<file path="src/lpu_pkg.sv">
// Shared types, constants and helpers of the LCD pixel unpacker.
// Used by every module under src; no dependencies of its own.
package lpu_pkg;

   localparam int PALETTE_DEPTH = 256;
   localparam int PAL_ROWS      = PALETTE_DEPTH / 2;
   localparam int PAL_ROW_W     = $clog2(PAL_ROWS);
   localparam int PAL_IDX_W     = $clog2(PALETTE_DEPTH);

   localparam int CSR_IDX_W  = 3;
   localparam int CSR_DATA_W = 32;

   // register indexes
   localparam logic [CSR_IDX_W-1:0] REG_PIXEL_MODE      = 3'd0;
   localparam logic [CSR_IDX_W-1:0] REG_TFT_PANEL       = 3'd1;
   localparam logic [CSR_IDX_W-1:0] REG_RGB_ORDER       = 3'd2;
   localparam logic [CSR_IDX_W-1:0] REG_BYTE_ORDER_BIG  = 3'd3;
   localparam logic [CSR_IDX_W-1:0] REG_PIXEL_ORDER_LSB = 3'd4;
   localparam logic [CSR_IDX_W-1:0] REG_NEWER_VARIANT   = 3'd5;

   // pixel formats
   localparam logic [2:0] MODE_PAL1 = 3'd0;
   localparam logic [2:0] MODE_PAL2 = 3'd1;
   localparam logic [2:0] MODE_PAL4 = 3'd2;
   localparam logic [2:0] MODE_PAL8 = 3'd3;
   localparam logic [2:0] MODE_1555 = 3'd4;
   localparam logic [2:0] MODE_888  = 3'd5;
   localparam logic [2:0] MODE_565  = 3'd6;
   localparam logic [2:0] MODE_444  = 3'd7;

   // input operations
   localparam logic OP_PAL_WRITE = 1'b0;
   localparam logic OP_UNPACK    = 1'b1;

   typedef struct packed {
      logic        operation;
      logic [31:0] data_word;
      logic [6:0]  palette_pair;
   } req_type;

   typedef struct packed {
      logic [15:0] pixel;
      logic        last;
   } rsp_type;

   typedef struct packed {
      logic [2:0] pixel_mode;
      logic       tft_panel;
      logic       rgb_order;
      logic       byte_order_big;
      logic       pixel_order_lsb;
      logic       newer_variant;
   } cfg_type;

   // one pixel on its way from the sequencer to the colour stage
   typedef struct packed {
      logic        is_pal;
      logic        half_hi;
      logic [15:0] raw;
      logic        last;
   } pix_tag_type;

   typedef struct packed {
      logic busy;
      logic issue;
      logic last;
   } seq_stat_type;

   // 1555 to 565: bits 14:5 move up one place, bit 15 lands in bit 5 as green's low bit
   function automatic logic [15:0] widen_1555(input logic [15:0] c);
      return {c[14:5], c[15], c[4:0]};
   endfunction

endpackage

</file>
<file path="src/lpu_palette_ram.sv">
// Palette store: 16-bit entries kept as pairs in 32-bit rows.
// One write port, one registered read port. Uses lpu_pkg.
module lpu_palette_ram (
   input  logic                          clock,
   input  logic                          wr_en,
   input  logic [lpu_pkg::PAL_ROW_W-1:0] wr_row,
   input  logic [31:0]                   wr_data,
   input  logic                          rd_en,
   input  logic [lpu_pkg::PAL_ROW_W-1:0] rd_row,
   output logic [31:0]                   rd_data
);

   logic [31:0] mem [lpu_pkg::PAL_ROWS];
   logic [31:0] rd_data_ff;

   // read returns the old row on a same-edge write
   always_ff @(posedge clock) begin
      if (wr_en) begin
         mem[wr_row] <= wr_data;
      end
      if (rd_en) begin
         rd_data_ff <= mem[rd_row];
      end
   end

   assign rd_data = rd_data_ff;

endmodule

</file>
<file path="src/lpu_unpack_seq.sv">
// Pixel sequencer: holds one framebuffer word and steps through its pixels,
// issuing one palette read or raw pixel per cycle while adv is high. Uses lpu_pkg.
module lpu_unpack_seq (
   input  logic                          clock,
   input  logic                          reset,
   input  lpu_pkg::cfg_type              cfg,
   input  logic                          req_valid,
   input  lpu_pkg::req_type              req_data,
   output logic                          req_ready,
   input  logic                          adv,
   output logic                          rd_en,
   output logic [lpu_pkg::PAL_ROW_W-1:0] rd_row,
   output lpu_pkg::pix_tag_type          tag,
   output lpu_pkg::seq_stat_type         stat
);

   logic        busy_ff, busy_in;
   logic [31:0] word_ff;
   logic [4:0]  pos_ff;
   logic [4:0]  start_pos, step, sub_flip, flip, amt;
   logic [7:0]  mask;
   logic [31:0] shifted;
   logic [7:0]  idx;
   logic [15:0] half, raw;
   logic        is_pal, use_hi, last_now, issue, accept_word;

   always_comb begin
      unique case (cfg.pixel_mode) inside
         lpu_pkg::MODE_PAL1: begin
            start_pos = 5'd31; step = 5'd1; mask = 8'h01; sub_flip = 5'd7;
         end
         lpu_pkg::MODE_PAL2: begin
            start_pos = 5'd30; step = 5'd2; mask = 8'h03; sub_flip = 5'd6;
         end
         lpu_pkg::MODE_PAL4: begin
            start_pos = 5'd28; step = 5'd4; mask = 8'h0F; sub_flip = 5'd4;
         end
         lpu_pkg::MODE_PAL8: begin
            start_pos = 5'd24; step = 5'd8; mask = 8'hFF; sub_flip = 5'd0;
         end
         lpu_pkg::MODE_1555, lpu_pkg::MODE_565, lpu_pkg::MODE_444: begin
            start_pos = 5'd16; step = 5'd16; mask = 8'h00; sub_flip = 5'd0;
         end
         default: begin
            start_pos = 5'd0; step = 5'd16; mask = 8'h00; sub_flip = 5'd0;
         end
      endcase
   end

   assign is_pal  = (cfg.pixel_mode <= lpu_pkg::MODE_PAL8);
   assign flip    = (cfg.byte_order_big ? 5'd0 : 5'd24) ^
                    (cfg.pixel_order_lsb ? 5'd0 : sub_flip);
   assign amt     = pos_ff ^ flip;
   assign shifted = word_ff >> amt;
   assign idx     = shifted[7:0] & mask;

   // first of two halves is the high one in big-endian order
   assign use_hi = (pos_ff[4] == cfg.byte_order_big);
   assign half   = use_hi ? word_ff[31:16] : word_ff[15:0];

   always_comb begin
      case (cfg.pixel_mode)
         lpu_pkg::MODE_1555: raw = lpu_pkg::widen_1555(half);
         lpu_pkg::MODE_888:  raw = {word_ff[23:19], word_ff[15:10], word_ff[7:3]};
         default:            raw = half;
      endcase
   end

   assign last_now    = (pos_ff == 5'd0);
   assign issue       = busy_ff && adv;
   assign req_ready   = !busy_ff || (adv && last_now);
   assign accept_word = req_valid && req_ready && (req_data.operation == lpu_pkg::OP_UNPACK);

   always_comb begin
      busy_in = busy_ff;
      if (issue && last_now) begin
         busy_in = 1'b0;
      end
      if (accept_word) begin
         busy_in = 1'b1;
      end
   end

   always_ff @(posedge clock) begin
      if (reset) begin
         busy_ff <= 1'b0;
      end else begin
         busy_ff <= busy_in;
      end
   end

   always_ff @(posedge clock) begin
      if (accept_word) begin
         word_ff <= req_data.data_word;
         pos_ff  <= start_pos;
      end else if (issue) begin
         pos_ff <= pos_ff - step;
      end
   end

   assign rd_en   = issue && is_pal;
   assign rd_row  = idx[lpu_pkg::PAL_ROW_W:1];
   assign tag     = '{is_pal: is_pal, half_hi: idx[0], raw: raw, last: last_now};
   assign stat    = '{busy: busy_ff, issue: issue, last: last_now};

endmodule

</file>
<file path="src/lpu_colour_conv.sv">
// Colour stage: takes the palette read data or raw pixel, applies palette
// widening or STN slice and the newer-variant fix-ups, holds the result.
// Uses lpu_pkg.
module lpu_colour_conv (
   input  logic                 clock,
   input  logic                 reset,
   input  lpu_pkg::cfg_type     cfg,
   input  logic                 issue,
   input  lpu_pkg::pix_tag_type tag,
   input  logic [31:0]          rd_data,
   output logic                 adv,
   output logic                 rsp_valid,
   input  logic                 rsp_ready,
   output lpu_pkg::rsp_type     rsp_data
);

   logic                 s1_vld_ff;
   lpu_pkg::pix_tag_type s1_ff;
   logic                 rsp_vld_ff;
   lpu_pkg::rsp_type     rsp_ff;
   logic                 rsp_load;
   logic [15:0]          pal16, stn_shifted, pal_pix, base, x444, pix_out;

   assign rsp_load = !rsp_vld_ff || rsp_ready;
   assign adv      = !s1_vld_ff || rsp_load;

   assign pal16       = s1_ff.half_hi ? rd_data[31:16] : rd_data[15:0];
   assign stn_shifted = pal16 >> (cfg.rgb_order ? 4'd11 : 4'd1);
   assign pal_pix     = cfg.tft_panel ? lpu_pkg::widen_1555(pal16)
                                      : {12'd0, stn_shifted[3:0]};
   assign base        = s1_ff.is_pal ? pal_pix : s1_ff.raw;

   always_comb begin
      x444 = base;
      if (cfg.newer_variant && (cfg.pixel_mode == lpu_pkg::MODE_444)) begin
         x444 = {base[11:8], 1'b0, base[7:4], 2'b00, base[3:0], 1'b0};
      end
      pix_out = x444;
      if (cfg.newer_variant && !cfg.rgb_order) begin
         pix_out = {x444[4:0], x444[10:5], x444[15:11]};
      end
   end

   always_ff @(posedge clock) begin
      if (reset) begin
         s1_vld_ff  <= 1'b0;
         rsp_vld_ff <= 1'b0;
      end else begin
         if (adv) begin
            s1_vld_ff <= issue;
         end
         if (rsp_load) begin
            rsp_vld_ff <= s1_vld_ff;
         end
      end
   end

   always_ff @(posedge clock) begin
      if (adv && issue) begin
         s1_ff <= tag;
      end
      if (rsp_load && s1_vld_ff) begin
         rsp_ff <= '{pixel: pix_out, last: s1_ff.last};
      end
   end

   assign rsp_valid = rsp_vld_ff;
   assign rsp_data  = rsp_ff;

endmodule

</file>
<file path="src/lcd_pixel_unpack_rgb565.sv">
// LCD pixel unpacker: 32-bit framebuffer words in, RGB565 pixels out.
// A pixel is issued from the held word, registered with its palette read in the
// colour stage, then in the output register. One pixel per cycle while the
// output is not stalled, set by the single palette read port; a word gives
// 32/bpp pixels in palette modes, 2 in 1555/565/444, 1 in 888. Reset clears
// config and pipeline only; palette is undefined until written (no clearing pass).
module lcd_pixel_unpack_rgb565 (
   input  logic                           clock,
   input  logic                           reset,
   input  logic                           req_valid,
   output logic                           req_ready,
   input  lpu_pkg::req_type               req_data,
   output logic                           rsp_valid,
   input  logic                           rsp_ready,
   output lpu_pkg::rsp_type               rsp_data,
   input  logic                           csr_valid,
   output logic                           csr_ready,
   input  logic [lpu_pkg::CSR_IDX_W-1:0]  csr_index,
   input  logic [lpu_pkg::CSR_DATA_W-1:0] csr_wdata
);

   lpu_pkg::cfg_type             cfg_ff;
   lpu_pkg::pix_tag_type         tag;
   lpu_pkg::seq_stat_type        stat;
   logic                         adv, rd_en, pal_wr;
   logic [lpu_pkg::PAL_ROW_W-1:0] rd_row;
   logic [31:0]                  rd_data;

   assign csr_ready = 1'b1;

   always_ff @(posedge clock) begin
      if (reset) begin
         cfg_ff <= '{pixel_mode: lpu_pkg::MODE_PAL1, tft_panel: 1'b0, rgb_order: 1'b0,
                     byte_order_big: 1'b0, pixel_order_lsb: 1'b0, newer_variant: 1'b1};
      end else if (csr_valid && csr_ready) begin
         unique case (csr_index)
            lpu_pkg::REG_PIXEL_MODE:      cfg_ff.pixel_mode      <= csr_wdata[2:0];
            lpu_pkg::REG_TFT_PANEL:       cfg_ff.tft_panel       <= csr_wdata[0];
            lpu_pkg::REG_RGB_ORDER:       cfg_ff.rgb_order       <= csr_wdata[0];
            lpu_pkg::REG_BYTE_ORDER_BIG:  cfg_ff.byte_order_big  <= csr_wdata[0];
            lpu_pkg::REG_PIXEL_ORDER_LSB: cfg_ff.pixel_order_lsb <= csr_wdata[0];
            lpu_pkg::REG_NEWER_VARIANT:   cfg_ff.newer_variant   <= csr_wdata[0];
            default: ;
         endcase
      end
   end

   // a palette write is taken only while the sequencer is idle or issuing its word's last pixel
   assign pal_wr = req_valid && req_ready && (req_data.operation == lpu_pkg::OP_PAL_WRITE);

   lpu_unpack_seq u_seq (
      .clock     (clock),
      .reset     (reset),
      .cfg       (cfg_ff),
      .req_valid (req_valid),
      .req_data  (req_data),
      .req_ready (req_ready),
      .adv       (adv),
      .rd_en     (rd_en),
      .rd_row    (rd_row),
      .tag       (tag),
      .stat      (stat)
   );

   lpu_palette_ram u_ram (
      .clock   (clock),
      .wr_en   (pal_wr),
      .wr_row  (req_data.palette_pair[lpu_pkg::PAL_ROW_W-1:0]),
      .wr_data (req_data.data_word),
      .rd_en   (rd_en),
      .rd_row  (rd_row),
      .rd_data (rd_data)
   );

   lpu_colour_conv u_conv (
      .clock     (clock),
      .reset     (reset),
      .cfg       (cfg_ff),
      .issue     (stat.issue),
      .tag       (tag),
      .rd_data   (rd_data),
      .adv       (adv),
      .rsp_valid (rsp_valid),
      .rsp_ready (rsp_ready),
      .rsp_data  (rsp_data)
   );

   // no transfer while the sequencer still has pixels of an earlier word to issue
   a_no_overrun: assert property (@(posedge clock) disable iff (reset)
      (req_valid && req_ready) |-> (!stat.busy || (stat.issue && stat.last)))
      else $error("input transfer while word still unpacking");

   // a busy sequencer must issue whenever the colour stage can take a pixel
   a_progress: assert property (@(posedge clock) disable iff (reset)
      (stat.busy && adv) |-> stat.issue)
      else $error("sequencer stalled with room downstream");

   a_reset_empty: assert property (@(posedge clock)
      reset |=> (!rsp_valid && !stat.busy))
      else $error("pipeline not empty after reset");

endmodule
</file>
<file path="config.mk">
export PLATFORM = sky130hd
export DESIGN_NAME = lcd_pixel_unpack_rgb565
export DESIGN_NICKNAME = d
export VERILOG_FILES = /design/src/lpu_pkg.sv /design/src/lpu_palette_ram.sv /design/src/lpu_unpack_seq.sv /design/src/lpu_colour_conv.sv /design/src/lcd_pixel_unpack_rgb565.sv
export SDC_FILE = /design/constraint.sdc
export NUM_CORES = 2
export LEC_CHECK = 0
export CORE_ASPECT_RATIO = 0.6
export CORE_UTILIZATION = 30
export DETAILED_ROUTE_END_ITERATION = 12
export DONT_BUFFER_PORTS = 1
export PLACE_DENSITY = 0.4
export SETUP_SLACK_MARGIN = 0.05
export SLEW_MARGIN = 20
export SYNTH_ARGS = -nofsm -noshare
export SYNTH_HDL_FRONTEND = slang
export SYNTH_SLANG_ARGS = --single-unit
export TNS_END_PERCENT = 100
</file>
<file path="constraint.sdc">
create_clock -name clock -period 11.7 [get_ports clock]
set_input_delay 2.34 -clock clock [delete_from_list [all_inputs] [get_ports clock]]
set_output_delay 2.34 -clock clock [all_outputs]
set_load 0.03 [all_outputs]
</file>
; After elaboration in Yosys (flattened, before gate mapping)
; Memories as Yosys holds them, arrays and structs flattened. A register that Yosys moved wholly into a read port is not among the register bits.
; Index checks and enable logic that the tools add are counted.
[classes]
addsub = 1
magnitude_cmp = 1
eq_ne = 13
shift = 2
n_mux = 20
n_bitwise = 4
n_reduce_logical = 30
[ops]
columns = cell, n
row1 = 2-to-1 mux 16 bit, 6
row2 = case mux 16 bit (2 select lines), 1
row3 = case mux 8 bit (4 select lines), 1
row4 = >> shifter 32 x 5 -> 8 bit, 1
row5 = case mux 5 bit (5 select lines), 1
row6 = case mux 5 bit (4 select lines), 1
row7 = "== test 3 bit, second input constant", 6
row8 = >> shifter 16 x 4 -> 4 bit, 1
row9 = 2-to-1 mux 5 bit, 3
row10 = "== test 3 x 2 -> 1 bit, second input constant", 4
row11 = AND reduction 2 bit, 6
row12 = logical AND 1 bit, 11
row13 = XOR 5 bit, 2
row14 = case mux 3 bit (3 select lines), 1
row15 = AND 8 bit, 1
row16 = "== test 3 x 1 -> 1 bit, second input constant", 2
row17 = logical NOT 3 bit, 2
row18 = logical NOT 5 bit, 1
row19 = subtractor 5 bit, 1
row20 = logical NOT 1 bit, 4
row21 = 2-to-1 mux 1 bit, 4
row22 = 2-to-1 mux 4 bit, 1
row23 = nonzero test 2 bit, 2
row24 = "less-or-equal comparator 3 x 2 -> 1 bit, second input constant", 1
row25 = 5 further kinds, 7
[totals]
regBits = 84
ramBits = 4096
out_inout_bits = 20
n_memories = 1
[mem_list]
columns = name, depth, word_bits, rd, rd_clocked_by_memory_dff, wr, line_no
row1 = u_ram.mem, 128, 32, 1, 1, 1, lpu_palette_ram.sv:13  ; logic [31:0] mem [lpu_pkg::PAL_ROWS];

; Logic depth before layout (Yosys ltp)
[depth]
depth_word = 9
depth_mapped = 21
depth_no_buf = 12

; Cells and area by module
; Synthesis repeated with hierarchy kept, for this count alone.
[unflattened]
cells_unflattened = 6571
hier_area_um2 = 162604.7
[modules_own_cells]
columns = module, instances, cells_each, area_each_um2, seq_area_each_um2
row1 = lpu_palette_ram, 1, 5990, 156596.4, 123958.9
row2 = lpu_unpack_seq, 1, 376, 3641.0, 1131.1
row3 = lpu_colour_conv, 1, 166, 1955.6, 1121.1
row4 = lcd_pixel_unpack_rgb565, 1, 39, 411.6, 160.2

; Least setup slack after synthesis
; OpenSTA, ideal clock, no wires.
[synth_timing]
path_kind = in2reg
from = in rsp_ready
to = mem u_ram.mem[127][0] (enable)
setup_ps = 421
arrival_time_ps = 5121
t_required_ps = 11279
path_slack_ps = 6158
cell_stages = 9
cell_sequence = nor2b_1 nand2_1 nand2_1 nand2_1 nand2_1 nor3b_1 nand3_1 clkbuf_1 nor2_1
[synth_via]
elab_chain_len = 8
[synth_rtl]
columns = element, line_no
row1 = "start, declared", lcd_pixel_unpack_rgb565.sv:14  ; input logic rsp_ready,
row2 = logical OR 1 bit, lpu_colour_conv.sv:24  ; assign rsp_load = !rsp_vld_ff || rsp_ready;
row3 = logical OR 1 bit, lpu_colour_conv.sv:25  ; assign adv = !s1_vld_ff || rsp_load;
row4 = logical AND 1 bit, lpu_unpack_seq.sv:71  ; assign req_ready = !busy_ff || (adv && last_now);
row5 = logical OR 1 bit, lpu_unpack_seq.sv:71
row6 = via req_ready, lcd_pixel_unpack_rgb565.sv:11  ; output logic req_ready,
row7 = logical AND 1 bit (2 in a row), lcd_pixel_unpack_rgb565.sv:49  ; assign pal_wr = req_valid && req_ready && (req_data.operation == lpu_pkg::OP_PAL_WRITE);
row8 = 2-to-1 mux 1 bit, lpu_palette_ram.sv:18  ; if (wr_en) begin
row9 = 2-to-1 mux 1 bit (implied by the code), lpu_palette_ram.sv:19  ; mem[wr_row] <= wr_data;
row10 = "end, declared", lpu_palette_ram.sv:13
; The timed path passes the listed nets, and every way through them passes these cells.

; Worst setup path after layout
[layout_timing]
from = reg cfg_ff[7] (netlist bit)
to = reg u_ram.rd_data_ff[30] (netlist: u_ram.rd_data[30]), read port of u_ram.mem (data pin)
[layout_via]
elab_chain_len = 7
elab_cells_between_ends = 13
classes_between = 1 x order compare / 3 x eq/ne / 1 x shift / 3 x mux / 3 x bitwise / 2 x reduce/logical
[layout_rtl]
columns = element, line_no
row1 = "start, declared", lcd_pixel_unpack_rgb565.sv:22  ; lpu_pkg::cfg_type cfg_ff;
row2 = "start signal, assigned", lcd_pixel_unpack_rgb565.sv:33  ; cfg_ff <= '{pixel_mode: lpu_pkg::MODE_PAL1, tft_panel: 1'b0, rgb_order: 1'b0,
row3 = == test 3 x 2 -> 1 bit (no source line) (tied with other cells), --
row4 = case mux 3 bit (3 select lines), lpu_unpack_seq.sv:28  ; unique case (cfg.pixel_mode) inside
row5 = 2-to-1 mux 3 bit, lpu_unpack_seq.sv:52  ; (cfg.pixel_order_lsb ? 5'd0 : sub_flip);
row6 = XOR 5 bit, lpu_unpack_seq.sv:51  ; assign flip = (cfg.byte_order_big ? 5'd0 : 5'd24) ^
row7 = XOR 5 bit, lpu_unpack_seq.sv:53  ; assign amt = pos_ff ^ flip;
row8 = >> shifter 32 x 5 -> 8 bit, lpu_unpack_seq.sv:54  ; assign shifted = word_ff >> amt;
row9 = AND 8 bit, lpu_unpack_seq.sv:55  ; assign idx = shifted[7:0] & mask;
row10 = "end, declared", lpu_palette_ram.sv:14  ; logic [31:0] rd_data_ff;
; Parallel ways exist; a longest one is shown, timed or not.
; A chain may end at the register's enable or synchronous reset.

==> impl_metrics.toml <==
[cts]
numCtsBuffers = 409
holdBufCountCts = 0
clockRootBuffer = "clkbuf_16"
cts.path.max_buffers = 4
post_cts_resized = 0
path_clk_slew_ns = 0.07
h-tree-depth = 5
cts.sinks = 4212
clock_latency_ns = 0.98
cts_tree = "yes"
cts_setup_buffers = 0

[hold_path]
hold_path_class = "reg2reg"

[floorplanning]
start_util = 0.302
die_w_um = 968
core_um2 = 557000
num_rows = 212
dieArea_um2 = 563000
pin_count = 100
dieHeight_um = 582

[sta]
timing.final.crit_share = 0.660
hold_violations = 0
setup_violations = 0
drv_slew = 0
clock_skew_ns = 0.0766
worstMarginPinSlew_ns = 1.36
min_period_ns = 7.73
max_slew_margin = 0.0907
timing.fmax_mhz = 129
fin_setup_tns_ns = 0
rsz0062_at_grt = "no"

[pwr]
ir_drop_uv = 117
power_leakage_nw = 65.3
clkPwrFrac = 0.428
comb_power_share = 0.038
p_per_area_nw_per_um2 = 163
power.switching_mw = 6.73
power_frac_seq = 0.534
swShare = 0.216
p_int_mw = 24.5

[global_route]
grt_pass1_vias = 97188
grt_max_degree = 149
grt_usage = 0.196
grt_pass1_wl_um = 787000
gr-total-overflow = 0
grt_antenna_before_repair = 42

[yosys]
async_flop_share = 0
synth-edff-count = 4201
syn-instance-count = 11783
ys.flop_type = "edfxtp_1"
yosysUniqueCellTypes = 75
synth_area_um2 = 168000
yosysWarnings = 0
synth_fp_nets = 11868
avgSynthCellArea_um2 = 14.3
yosysSeqAreaShare = 0.753
synth-seq-cells = 4212

[place]
dp_cells = 18713
portBuffers = 0
hpwlAfterDp_um = 304000
gp_congestion = 0.826

[layout]
drive_gt1_frac = 0.0953
nets = 11832
area_delta_synth_final_pct = 14.1
stdcell_count = 19497

[flow_run]
cap_violations = 0

[routing]
wl_per_cell_um = 29.3
num_vias = 101329
routed_via_density = 5.20
ant_nets = 0
drcViolationCount = 0
firstDrtPassIters = 6
routed_wl_um = 572000
drt_iter0_drc = 12006

[setup_path]
worst_ep_arrival_time_ns = 8.37
criticalPathCategory = "reg2reg"
start_kind = "register"
crit_fanout = 113
worstSetupEndpointType = "register"
critical_path_required_ns = 12.35

[outcome]
status = "finished, final reports clean"
[metal layers]
metal  share of wire  wire length [um]  global-route usage  vias to the layer above
li1                -                 -                   -                    44277
met1            0.48            274000               0.303                    52683
met2            0.42            239000               0.285                     3714
met3           0.083             47600              0.0403                      647
met4           0.021             12000              0.0390                        8
met5        0.000084                48                   0                        -
[power by group through the flow]
stage / logic [mW] / clock network (mW) / registers [mW]
3_5_place_dp: 1.18 / 0 / 17.0
5_1_grt: 1.28 / 14.2 / 16.7
4_1_cts: 1.18 / 13.7 / 16.7
2_1_floorplan: 0.782 / 0 / 17.0
3_3_place_gp: 1.17 / 0 / 17.0
6_report: 1.19 / 13.4 / 16.7
[cells by family (layout without fill, tap and decap cells)]
kind of cell               count (synthesis)  in the layout  share of synthesized area
xor gates and xnor gates                  12             12                   0.000626
muxes                                   1062           1062                     0.0671
DFF                                     4212           4212                      0.753
adders and majority gates                  5              5                   0.000417
buffers and inverters                    828           1137                     0.0203
and+or+nand+nor                         4597           4597                      0.116
AOI/OAI and AO/OA                       1066           1066                     0.0428
other                                      1             23                  0.0000223
[registers in the layout, summed over array words and instances, names as in the netlist, 5 cells and up]
name,flops
u_seq.word_ff,32
u_seq.pos_ff,5
u_ram.mem,4096
u_ram.rd_data,32
cfg_ff,8
u_conv.rsp_data,17
u_conv.s1_ff,19
[cell usage in the layout, fill, tap and decap left out, drive strengths merged, types with 66 or more instances in the layout]
cell type,n
nor2,346
a31oi,187
clkinv,187
mux2i,1002
nand2,2667
o21ai,103
nor4,98
buf,311
edfxtp,4201
inv,79
a311oi,66
a211oi,102
o22ai,66
a32oi,131
nand3,1376
a21oi,256
clkbuf,498
[metrics by stage]
step | utilization | setup WS [ns] | cell area (um2) | total power [mW] | hold WS [ns]
after CTS | 0.344 | 4.07 | 191000 | 31.5 | 0.501
final | 0.344 | 3.97 | 192000 | 31.2 | 0.494
after global routing | 0.344 | 3.77 | 192000 | 32.2 | 0.519
after global placement | 0.320 | 4.19 | 178000 | 18.2 | 0.443
after detailed placement | 0.320 | 4.11 | 178000 | 18.2 | 0.485
after floorplan | - | 6.16 | 168000 | 17.8 | 0.400
[synthesized netlist by cell type, types with 8 or more instances]
library cell / n / area share
a211oi_1: 102 / 0.0046
a21oi_1: 256 / 0.0076
a22oi_1: 34 / 0.0015
a311oi_1: 66 / 0.0034
a31oi_1: 187 / 0.0070
a32oi_1: 131 / 0.0068
buf_1: 87 / 0.0019
buf_2: 214 / 0.0064
clkbuf_1: 448 / 0.010
dfxtp_1: 11 / 0.0013
edfxtp_1: 4201 / 0.75
inv_1: 69 / 0.0015
mux2_2: 10 / 0.00067
mux2i_1: 1002 / 0.060
mux4_2: 50 / 0.0067
nand2_1: 2666 / 0.060
nand2b_1: 9 / 0.00034
nand3_1: 1376 / 0.041
nand4_1: 11 / 0.00041
nor2_1: 346 / 0.0077
nor2b_1: 16 / 0.00060
nor3_1: 40 / 0.0012
nor4_1: 96 / 0.0036
o211ai_1: 9 / 0.00040
o21ai_0: 93 / 0.0028
o21ai_1: 10 / 0.00030
o221ai_1: 57 / 0.0030
o22ai_1: 66 / 0.0025
o31ai_1: 9 / 0.00040
xnor2_1: 8 / 0.00042
[area by class of cell]
type                    count  area [um2]
flip-flops and latches   4212      126000
clock buffers             498       10700
well taps                7383        9240
fillers                 52992      365000
diodes                     22        55.1
repair buffers            311        2790
multi-input cells        6743       39700
clock inverters           258        2530
inverters                  70         263
[worst paths after layout]
check,from,endpoint,slack (ns),cells after the start
min reg2reg,u_conv.s1_ff[0],u_conv.rsp_data[0],0.49,0
max reg2reg,cfg_ff[7],u_ram.rd_data[30],3.97,15
min,u_conv.s1_ff[0],u_conv.rsp_data[0],0.49,0
max,cfg_ff[7],u_ram.rd_data[30],3.97,15
[critical path, cell delays in order (launching register included)]
cell       delay [ns]
dfxtp_1          0.30
buf_4            0.21
nor4_4           0.45
xnor2_2          0.15
buf_4            0.44
mux4_2           0.63
a22oi_1          0.21
o311ai_1         0.28
o221ai_4         0.82
buf_12           0.45
buf_4            0.72
nand3_1          0.14
nand3_1          0.45
o211ai_1         0.35
a2111oi_4        1.03
o211ai_1         0.23
No activity file was read; power rests on OpenSTA's default activity.
